### config.mk
export PLATFORM = sky130hd
export DESIGN_NAME = coin_credit_io_controller_top
export DESIGN_NICKNAME = d
export VERILOG_FILES = /design/src/rtl/ccio_pkg.sv /design/src/rtl/ccio_lfsr.sv /design/src/rtl/coin_credit_io_controller_top.sv
export SDC_FILE = /design/constraint.sdc
export NUM_CORES = 1
export LEC_CHECK = 0
export BUFFER_PORTS_ARGS = -buffer_cell sky130_fd_sc_hd__buf_4
export CORE_MARGIN = 2
export CORE_UTILIZATION = 43
export CTS_BUF_LIST = sky130_fd_sc_hd__clkbuf_4
export DETAILED_ROUTE_END_ITERATION = 8
export PLACE_DENSITY = 0.65
export SYNTH_ARGS = -nofsm -noshare
export SYNTH_HDL_FRONTEND = slang
export SYNTH_SLANG_ARGS = --single-unit
export TNS_END_PERCENT = 5
### constraint.sdc
create_clock -name clk -period 13.02 [get_ports clk]
set_input_delay 0.651 -clock clk [delete_from_list [all_inputs] [get_ports clk]]
set_output_delay 0.651 -clock clk [all_outputs]
set_load 0.01 [all_outputs]
### src/rtl/ccio_pkg.sv
// Package for the coin and credit I/O controller.
// Holds field widths, operation and command codes, and the LFSR constants.
// No dependencies.
package ccio_pkg;

  localparam int InWidth  = 48;
  localparam int OutWidth = 24;

  typedef logic [3:0] nib_t;

  // Host operations
  localparam logic [2:0] FUNC_WRITE = 3'd0;
  localparam logic [2:0] FUNC_READ  = 3'd1;
  localparam logic [2:0] FUNC_RUN   = 3'd2;
  localparam logic [2:0] FUNC_RSTON = 3'd3;
  localparam logic [2:0] FUNC_RSTOF = 3'd4;

  // Chip variants
  localparam logic [1:0] CHIP_56 = 2'd0;
  localparam logic [1:0] CHIP_58 = 2'd1;
  localparam logic [1:0] CHIP_59 = 2'd2;

  // Command codes held in nibble 8
  localparam nib_t CMD56_SWITCH = 4'd1;
  localparam nib_t CMD56_COINAGE = 4'd2;
  localparam nib_t CMD56_COINS  = 4'd4;
  localparam nib_t CMD56_BOOT   = 4'd7;
  localparam nib_t CMD56_CSUM   = 4'd8;
  localparam nib_t CMD56_DIPS   = 4'd9;
  localparam nib_t CMD58_SWITCH = 4'd1;
  localparam nib_t CMD58_COINAGE = 4'd2;
  localparam nib_t CMD58_COINS  = 4'd3;
  localparam nib_t CMD58_DIPS   = 4'd4;
  localparam nib_t CMD58_LFSR   = 4'd5;
  localparam nib_t CMD59_PORTS  = 4'd3;

  // Fixed boot answer nibbles
  localparam nib_t BOOT_NIB2 = 4'hE;
  localparam nib_t BOOT_NIB7 = 4'h6;

  // LFSR check
  localparam logic [7:0] LFSR_SEED = 8'h22;
  localparam logic [7:0] LFSR_POLY = 8'h90;

  // Memory nibble used as the tap of mix step j
  function automatic logic [3:0] lfsr_tap(input logic [2:0] j);
    case (j)
      3'd0:    lfsr_tap = 4'd11;
      3'd1:    lfsr_tap = 4'd10;
      3'd2:    lfsr_tap = 4'd9;
      3'd3:    lfsr_tap = 4'd15;
      3'd4:    lfsr_tap = 4'd14;
      3'd5:    lfsr_tap = 4'd13;
      default: lfsr_tap = 4'd12;
    endcase
  endfunction

endpackage

### src/rtl/ccio_lfsr.sv
// Shared LFSR step unit of the boot check.
// Depends on ccio_pkg for the feedback polynomial.
module ccio_lfsr
  import ccio_pkg::*;
(
  input  logic [7:0] cur,
  output logic [7:0] nxt
);

  logic [7:0] fb;

  // Fold in the polynomial on a set low bit, then shift right
  assign fb  = cur[0] ? (cur ^ LFSR_POLY) : cur;
  assign nxt = {1'b0, fb[7:1]};

endmodule

### src/rtl/coin_credit_io_controller_top.sv
// Top level of the coin and credit I/O controller: sequencer, shared memory
// and coin logic. Depends on ccio_pkg and ccio_lfsr.
//
// A request passes from acceptance to result through accept, execute and
// present, plus any wait for the result to be taken. The LFSR boot check
// runs between execute and present, all in the single shared LFSR step
// unit: cnt steps to advance the seed, cnt = {nibble 9, nibble 10} masked
// to 7 bits, and then seven mixes of seven steps each. A new request is
// taken only while the sequencer is idle.
module coin_credit_io_controller_top
  import ccio_pkg::*;
(
  input  logic                clk,
  input  logic                rst,
  input  logic                cfg_valid,
  output logic                cfg_ready,
  input  logic [1:0]          cfg_data,   // chip_type
  input  logic                s_tvalid,
  output logic                s_tready,
  // func[2:0] offset[6:3] wdata[10:7] port_a[18:11] port_b[26:19]
  // port_c[34:27] port_d[42:35]
  input  logic [InWidth-1:0]  s_tdata,
  output logic                m_tvalid,
  input  logic                m_tready,
  // rdata[7:0] out_a_valid[8] out_a[12:9] out_b_valid[13] out_b[17:14]
  // reset_flag[18]
  output logic [OutWidth-1:0] m_tdata
);

  typedef enum logic [2:0] {
    ST_IDLE, ST_EXEC, ST_LSKIP, ST_LMIX, ST_PUSH
  } state_t;

  state_t state;

  logic [1:0] chip_type;
  nib_t       mem [16];
  logic       reset_line;
  nib_t       last_coin, last_button;
  logic [7:0] credit;
  nib_t       tally [2];
  nib_t       cpc [2];    // coins per credit
  nib_t       cpcr [2];   // credits per coin

  // Latched request
  logic [2:0] func;
  nib_t       offset, wdata;
  logic [7:0] port_a, port_b, port_c, port_d;

  // Held result
  logic [7:0] res_rdata;
  logic       res_av, res_bv;
  nib_t       res_a, res_b;

  // LFSR sequencer
  logic [6:0] cnt;
  logic [7:0] seed, rng;
  logic [2:0] mix_i, mix_j;
  nib_t       acc;
  logic [7:0] lfsr_in, lfsr_out;

  assign cfg_ready = 1'b1;
  assign s_tready  = (state == ST_IDLE);

  assign lfsr_in = (state == ST_LSKIP) ? seed : rng;

  ccio_lfsr u_lfsr (
    .cur (lfsr_in),
    .nxt (lfsr_out)
  );

  // Coin and button handling
  nib_t        val_c, edge_c, val_b, edge_b;
  nib_t        t_k [2];
  nib_t        tally_new [2];
  logic [4:0]  add_k [2];
  logic        hit [2];
  logic [4:0]  add;
  logic [1:0]  sub;
  logic [9:0]  csum;
  logic [7:0]  credit_new;
  logic [15:0] prod;
  logic [4:0]  tens;
  logic [7:0]  ones;
  logic [6:0]  chk;

  always_comb begin
    val_c  = ~port_a[3:0];
    edge_c = val_c & (val_c ^ last_coin);
    for (int k = 0; k < 2; k++) begin
      t_k[k] = tally[k] + 4'd1;
      hit[k] = (t_k[k] >= {1'b0, cpc[k][2:0]});
      if (hit[k]) begin
        tally_new[k] = t_k[k] - {1'b0, cpc[k][2:0]};
        add_k[k]     = {1'b0, cpcr[k]} - {4'd0, cpc[k][3]};
      end else begin
        tally_new[k] = t_k[k];
        add_k[k]     = {4'd0, cpc[k][3]};
      end
    end
    add = 5'd0;
    if (edge_c[0]) add = add_k[0];
    if (edge_c[1]) add = add_k[1];
    if (edge_c[3]) add = 5'd1;

    val_b  = ~port_d[3:0];
    edge_b = val_b & (val_b ^ last_button);
    sub    = 2'd0;
    if (mem[9] == 4'd0) begin
      if (edge_b[2]) begin
        if (credit >= 8'd1) sub = 2'd1;
      end else if (edge_b[3]) begin
        if (credit >= 8'd2) sub = 2'd2;
      end
    end

    csum = {2'b00, credit} + {{5{add[4]}}, add} - {8'd0, sub};
    if (csum[9])         credit_new = 8'd0;
    else if (csum[8])    credit_new = 8'hFF;
    else                 credit_new = csum[7:0];

    // Split into decimal digits by reciprocal multiply
    prod = {8'd0, credit_new} * 16'd205;
    tens = prod[15:11];
    ones = credit_new - ({3'd0, tens} * 8'd10);

    chk = {3'd0, mem[9]} + {3'd0, mem[10]} + {3'd0, mem[11]} + {3'd0, mem[12]}
        + {3'd0, mem[13]} + {3'd0, mem[14]} + {3'd0, mem[15]};
  end

  // Mix step of the LFSR check
  nib_t acc_n;
  assign acc_n = rng[0] ? (acc ^ ~mem[lfsr_tap(mix_j)]) : acc;

  always_ff @(posedge clk) begin
    if (rst) begin
      state       <= ST_IDLE;
      chip_type   <= CHIP_56;
      m_tvalid    <= 1'b0;
      reset_line  <= 1'b0;
      last_coin   <= 4'd0;
      last_button <= 4'd0;
      credit      <= 8'd0;
      for (int k = 0; k < 2; k++) begin
        tally[k] <= 4'd0;
        cpc[k]   <= 4'd1;
        cpcr[k]  <= 4'd1;
      end
      for (int m = 0; m < 16; m++) mem[m] <= 4'd0;
    end else begin
      if (cfg_valid) chip_type <= cfg_data;
      if (m_tvalid && m_tready && state != ST_PUSH) m_tvalid <= 1'b0;

      case (state)
        ST_IDLE: begin
          // Latch the request and clear the result fields
          if (s_tvalid) begin
            func      <= s_tdata[2:0];
            offset    <= s_tdata[6:3];
            wdata     <= s_tdata[10:7];
            port_a    <= s_tdata[18:11];
            port_b    <= s_tdata[26:19];
            port_c    <= s_tdata[34:27];
            port_d    <= s_tdata[42:35];
            res_rdata <= 8'd0;
            res_av    <= 1'b0;
            res_a     <= 4'd0;
            res_bv    <= 1'b0;
            res_b     <= 4'd0;
            state     <= ST_EXEC;
          end
        end

        ST_EXEC: begin
          // Execute the operation, then branch to the LFSR sequence or present the result
          state <= (func == FUNC_RUN && chip_type == CHIP_58 && mem[8] == CMD58_LFSR) ?
                   ST_LSKIP : ST_PUSH;
          case (func)
            FUNC_WRITE: mem[offset] <= wdata;
            FUNC_READ:  res_rdata <= {4'hF, mem[offset]};
            FUNC_RUN: begin
              case (chip_type)
                CHIP_56: begin
                  case (mem[8])
                    CMD56_SWITCH: begin
                      mem[0] <= ~port_a[3:0];
                      mem[1] <= ~port_b[3:0];
                      mem[2] <= ~port_c[3:0];
                      mem[3] <= ~port_d[3:0];
                      res_av <= 1'b1; res_a <= mem[9];
                      res_bv <= 1'b1; res_b <= mem[10];
                    end
                    CMD56_COINAGE: begin
                      cpc[0] <= mem[9];  cpcr[0] <= mem[10];
                      cpc[1] <= mem[11]; cpcr[1] <= mem[12];
                    end
                    CMD56_COINS: begin
                      last_coin   <= val_c;
                      last_button <= val_b;
                      if (edge_c[0]) tally[0] <= tally_new[0];
                      if (edge_c[1]) tally[1] <= tally_new[1];
                      credit <= credit_new;
                      mem[0] <= tens[3:0];
                      mem[1] <= ones[3:0];
                      mem[2] <= add[3:0];
                      mem[3] <= {2'b00, sub};
                      mem[4] <= ~port_b[3:0];
                      mem[5] <= {val_b[2], 1'b0, val_b[0], 1'b0} | (edge_b & 4'h5);
                      mem[6] <= ~port_c[3:0];
                      mem[7] <= (val_b & 4'hA) | {1'b0, edge_b[3], 1'b0, edge_b[1]};
                    end
                    CMD56_BOOT: begin
                      mem[2] <= BOOT_NIB2;
                      mem[7] <= BOOT_NIB7;
                    end
                    CMD56_CSUM: begin
                      mem[0] <= {1'b0, chk[6:4]};
                      mem[1] <= chk[3:0];
                    end
                    CMD56_DIPS: begin
                      mem[0] <= ~port_a[3:0]; mem[1] <= ~port_a[7:4];
                      mem[2] <= ~port_b[3:0]; mem[3] <= ~port_b[7:4];
                      mem[4] <= ~port_c[3:0]; mem[5] <= ~port_c[7:4];
                      mem[6] <= ~port_d[3:0]; mem[7] <= ~port_d[7:4];
                      res_av <= 1'b1; res_a <= 4'd1;
                    end
                    default: ;
                  endcase
                end
                CHIP_58: begin
                  case (mem[8])
                    CMD58_SWITCH: begin
                      mem[4] <= ~port_a[3:0];
                      mem[5] <= ~port_b[3:0];
                      mem[6] <= ~port_c[3:0];
                      mem[7] <= ~port_d[3:0];
                      res_av <= 1'b1; res_a <= mem[9];
                      res_bv <= 1'b1; res_b <= mem[10];
                    end
                    CMD58_COINAGE: begin
                      cpc[0] <= mem[9];  cpcr[0] <= mem[10];
                      cpc[1] <= mem[11]; cpcr[1] <= mem[12];
                    end
                    CMD58_COINS: begin
                      last_coin   <= val_c;
                      last_button <= val_b;
                      if (edge_c[0]) tally[0] <= tally_new[0];
                      if (edge_c[1]) tally[1] <= tally_new[1];
                      credit <= credit_new;
                      mem[2] <= tens[3:0];
                      mem[3] <= ones[3:0];
                      mem[0] <= add[3:0];
                      mem[1] <= {2'b00, sub};
                      mem[4] <= ~port_b[3:0];
                      mem[5] <= {val_b[2], 1'b0, val_b[0], 1'b0} | (edge_b & 4'h5);
                      mem[6] <= ~port_c[3:0];
                      mem[7] <= (val_b & 4'hA) | {1'b0, edge_b[3], 1'b0, edge_b[1]};
                    end
                    CMD58_DIPS: begin
                      mem[0] <= ~port_a[3:0]; mem[1] <= ~port_a[7:4];
                      mem[2] <= ~port_b[3:0]; mem[3] <= ~port_b[7:4];
                      mem[4] <= ~port_c[3:0]; mem[5] <= ~port_c[7:4];
                      mem[6] <= ~port_d[3:0]; mem[7] <= ~port_d[7:4];
                      res_av <= 1'b1; res_a <= 4'd1;
                    end
                    CMD58_LFSR: begin
                      cnt   <= {mem[9][2:0], mem[10]};
                      seed  <= LFSR_SEED;
                    end
                    default: ;
                  endcase
                end
                CHIP_59: begin
                  if (mem[8] == CMD59_PORTS) begin
                    mem[4] <= ~port_a[3:0];
                    mem[5] <= ~port_c[3:0];
                    mem[6] <= ~port_b[3:0];
                    mem[7] <= ~port_d[3:0];
                  end
                end
                default: ;
              endcase
            end
            FUNC_RSTON: begin
              reset_line <= 1'b1;
              credit     <= 8'd0;
              for (int k = 0; k < 2; k++) begin
                tally[k] <= 4'd0;
                cpc[k]   <= 4'd1;
                cpcr[k]  <= 4'd1;
              end
            end
            FUNC_RSTOF: reset_line <= 1'b0;
            default: ;
          endcase
        end

        ST_LSKIP: begin
          // Advance the seed cnt times
          if (cnt != 7'd0) begin
            seed <= lfsr_out;
            cnt  <= cnt - 7'd1;
          end else begin
            rng   <= seed;
            mix_i <= 3'd1;
            mix_j <= 3'd0;
            acc   <= 4'd0;
            state <= ST_LMIX;
          end
        end

        ST_LMIX: begin
          // One tap per cycle, seven taps per output nibble
          if (mix_j == 3'd0) seed <= lfsr_out;
          if (mix_j != 3'd6) begin
            rng   <= lfsr_out;
            mix_j <= mix_j + 3'd1;
            acc   <= acc_n;
          end else begin
            mem[mix_i] <= ~acc_n;
            acc        <= 4'd0;
            mix_j      <= 3'd0;
            rng        <= seed;
            if (mix_i == 3'd7) begin
              mem[0] <= (mem[9] == 4'hF) ? 4'hF : 4'h0;
              state  <= ST_PUSH;
            end else begin
              mix_i <= mix_i + 3'd1;
            end
          end
        end

        ST_PUSH: begin
          // Load the output register once it is free
          if (!m_tvalid || m_tready) begin
            m_tdata  <= {5'd0, reset_line, res_b, res_bv, res_a, res_av, res_rdata};
            m_tvalid <= 1'b1;
            state    <= ST_IDLE;
          end
        end

        default: state <= ST_IDLE;
      endcase
    end
  end

endmodule

==> flow_summary.ini <==
[timing]
slew_headroom = 0.163
finalSetupViolCount = 0
setup_ws_ns = 2.54
min_period_ns = 10.48
drv_slew = 0
hold_violations = 0
fmax_ghz = 0.0954
rsz0062_at_grt = no
worst_slew_pin_slew_ns = 1.25
period_share = 0.805
fin_skew_ns = 0.0610
setup_tns_ns = 0

[floorplan]
die_x_um = 182
start_util = 0.435
pin_count = 82
die_y_um = 182
core_area_sq_um = 31500
row_count = 65
die-area_sq_um = 33300

[synthesis]
ys_warn_count = 0
synth_seq_cells = 219
synth-seq-area-share = 0.461
synth-edff-count = 193
yosys-top-cells-area = edfxtp_1, ha_1, fa_1
async_reset_ff_frac = 0
synth_area_sq_um = 13700
yosysMostFrequentCell = edfxtp_1
yosysTopAreaCellShare = 0.423
synthFlopType = edfxtp_1
synth_cell_types = 87
synth_common_cells = edfxtp_1, nor2_1, nand2_1, inv_1, ha_1
synth_area_per_cell_sq_um = 10.8
yosysTopAreaCell = edfxtp_1
syn_inst = 1270

[finish]
final_layout_size_suffix_gt1_frac = 0.169
top_regs = mem x64, m_tdata x16
area.growth.synth_to_final_pct = 11.8
stdcell_area_sq_um = 15300
fin_cells = 1810
n_fill_cell = 2859
fin_nets = 1533
regMostFlops = mem
largest_reg_flops = 64

[worst_setup_path]
cpMostUsedCell = fa_1
critPathTopFamily = adder cells
slowest_stage = fa_1
end_kind = register
path_buf_inv = 5
rrSetupSlack_ns = 2.54
cp_max_fo = 12
required_ns = 13.44
start_kind = register
critical_path_class = reg -> reg
cpPeakStageDelay_ns = 0.58
arrival_ns = 10.90

[routing]
dr.pass1.iters = 6
initialDrtViolationCount = 1125
vias = 10200
wl_per_cell_um = 19.2
routed_via_density = 5.64
routed_wl_um = 34700
drtAntennaViolNets = 0
drc = 0

[outcome]
status = complete, no violations

[pwr]
p_leak_nw = 6.20
p_per_area_nw_per_um2 = 155
peakVddDrop_mv = 0.160

[clock_tree]
htreeDepth = 2
cts_hold_buf = 0
clockBufferDepth = 3
root_buffer = clkbuf_4
ctsResizeCount = 0
cts_made_buffers = 59
clock_sinks = 219
cts_setup_buffers = 0
clk_pin_slew_ns = 0.07
cts_tree = done
insertion_delay_ns = 0.72

[global_route]
grt_max_degree = 49
grt_pass1_wl_um = 55200
antenna_found_initial = 1
grt_pass1_vias = 10100
grt-ovfl-total = 0
grt.total_usage = 0.213

[place]
dp_cells = 1700
hpwlAfterDp_um = 25600
placed_cell_area_sq_um = 14500
gp_congestion = 0.912
port_buffers = 70
pre_cts_slack_ns = 2.67

[worst_hold_path]
hp-class = in -> reg

[flow_run]
drv_cap = 0
layout by cell type (no fill, tap or decap), types with 5 or more instances in the layout:
cell type	count
edfxtp_1	193
nor2_1	167
nand2_1	111
inv_1	103
clkbuf_4	86
ha_1	84
buf_4	79
a21oi_1	67
o21ai_0	46
fa_1	35
and2_1	26
mux4_2	26
dfxtp_1	26
nor3_1	22
o22ai_1	22
xnor2_1	21
nand2b_1	21
nand3_1	20
mux2i_1	20
a211oi_1	19
clkinv_1	16
xor2_1	15
a22oi_1	15
nor2b_1	9
nor4_1	9
a21o_1	9
or3_1	6
nor3_2	6
conb_1	6
and3_1	5
o21a_1	5
nand4_1	5
nand3b_1	5
path summary, 6_finish.rpt:
check,cells after the start,end,start
worst min register to register,0,m_tdata[3]$_DFFE_PP_,res_rdata[3]$_SDFFCE_PN0P_
worst max-delay path,38,mem[1][3]$_DFFE_PP_,tally[0][0]$_SDFFCE_PP0P_
worst min-delay path,1,wdata[1]$_DFFE_PP_,s_tdata[8]
worst max register to register,38,mem[1][3]$_DFFE_PP_,tally[0][0]$_SDFFCE_PP0P_
logic make-up (layout without fill, tap and decap cells):
group                      count (synthesis)  in the layout  synth area share
adders and majority gates                119            119             0.128
AOI/OAI and AO/OA                        241            241             0.116
DFF                                      219            219             0.461
buffers and inverters                    159            292            0.0487
muxes                                     54             54            0.0669
and+or+nand+nor                          440            440             0.156
xor gates and xnor gates                  36             36            0.0230
other                                      2              7          0.000549
power by group:
part | internal [W] | leakage (nW) | switching (W) | total, W
Sequential | 0.000793 | 2.07 | 0.0000296 | 0.000823
Clock | 0.000325 | 0.455 | 0.000292 | 0.000616
Combinational | 0.000391 | 3.67 | 0.000548 | 0.000939
metrics by stage:
step,hold WS (ns),utilization,total power (W)
6_report,0.106,0.486,0.00238
5_1_grt,0.0686,0.486,0.00257
4_1_cts,0.0706,0.486,0.00239
3_5_place_dp,0.412,0.462,0.00176
3_3_place_gp,0.404,0.462,0.00174
2_1_floorplan,0.400,-,0.00153
area by class of cell:
cell class              count  area (sq um)  area share
repair buffers             79           593      0.0387
multi-input cells         896          6730       0.440
clock inverters            23           126     0.00825
clock buffers              86           646      0.0422
inverters                 104           390      0.0255
flip-flops and latches    219          6320       0.413
diodes                      1          2.50    0.000163
well taps                 402           503      0.0329
per-layer routing:
metal	vias up	global-route usage	wire length (um)
li1	4790	-	-
met1	4911	0.299	15200
met2	455	0.337	15900
met3	58	0.0399	2800
met4	0	0.0632	812
met5	-	0	0
worst register-to-register path, delay by kind of cell (launching register included):
family | cells | cell delay, ns
xor+xnor | 3 | 0.59
compound gates | 11 | 2.55
simple gates | 9 | 1.78
fa+ha+maj | 10 | 4.50
flops | 1 | 0.44
buf+inv | 5 | 0.35
(Power assumes the default switching activity.)
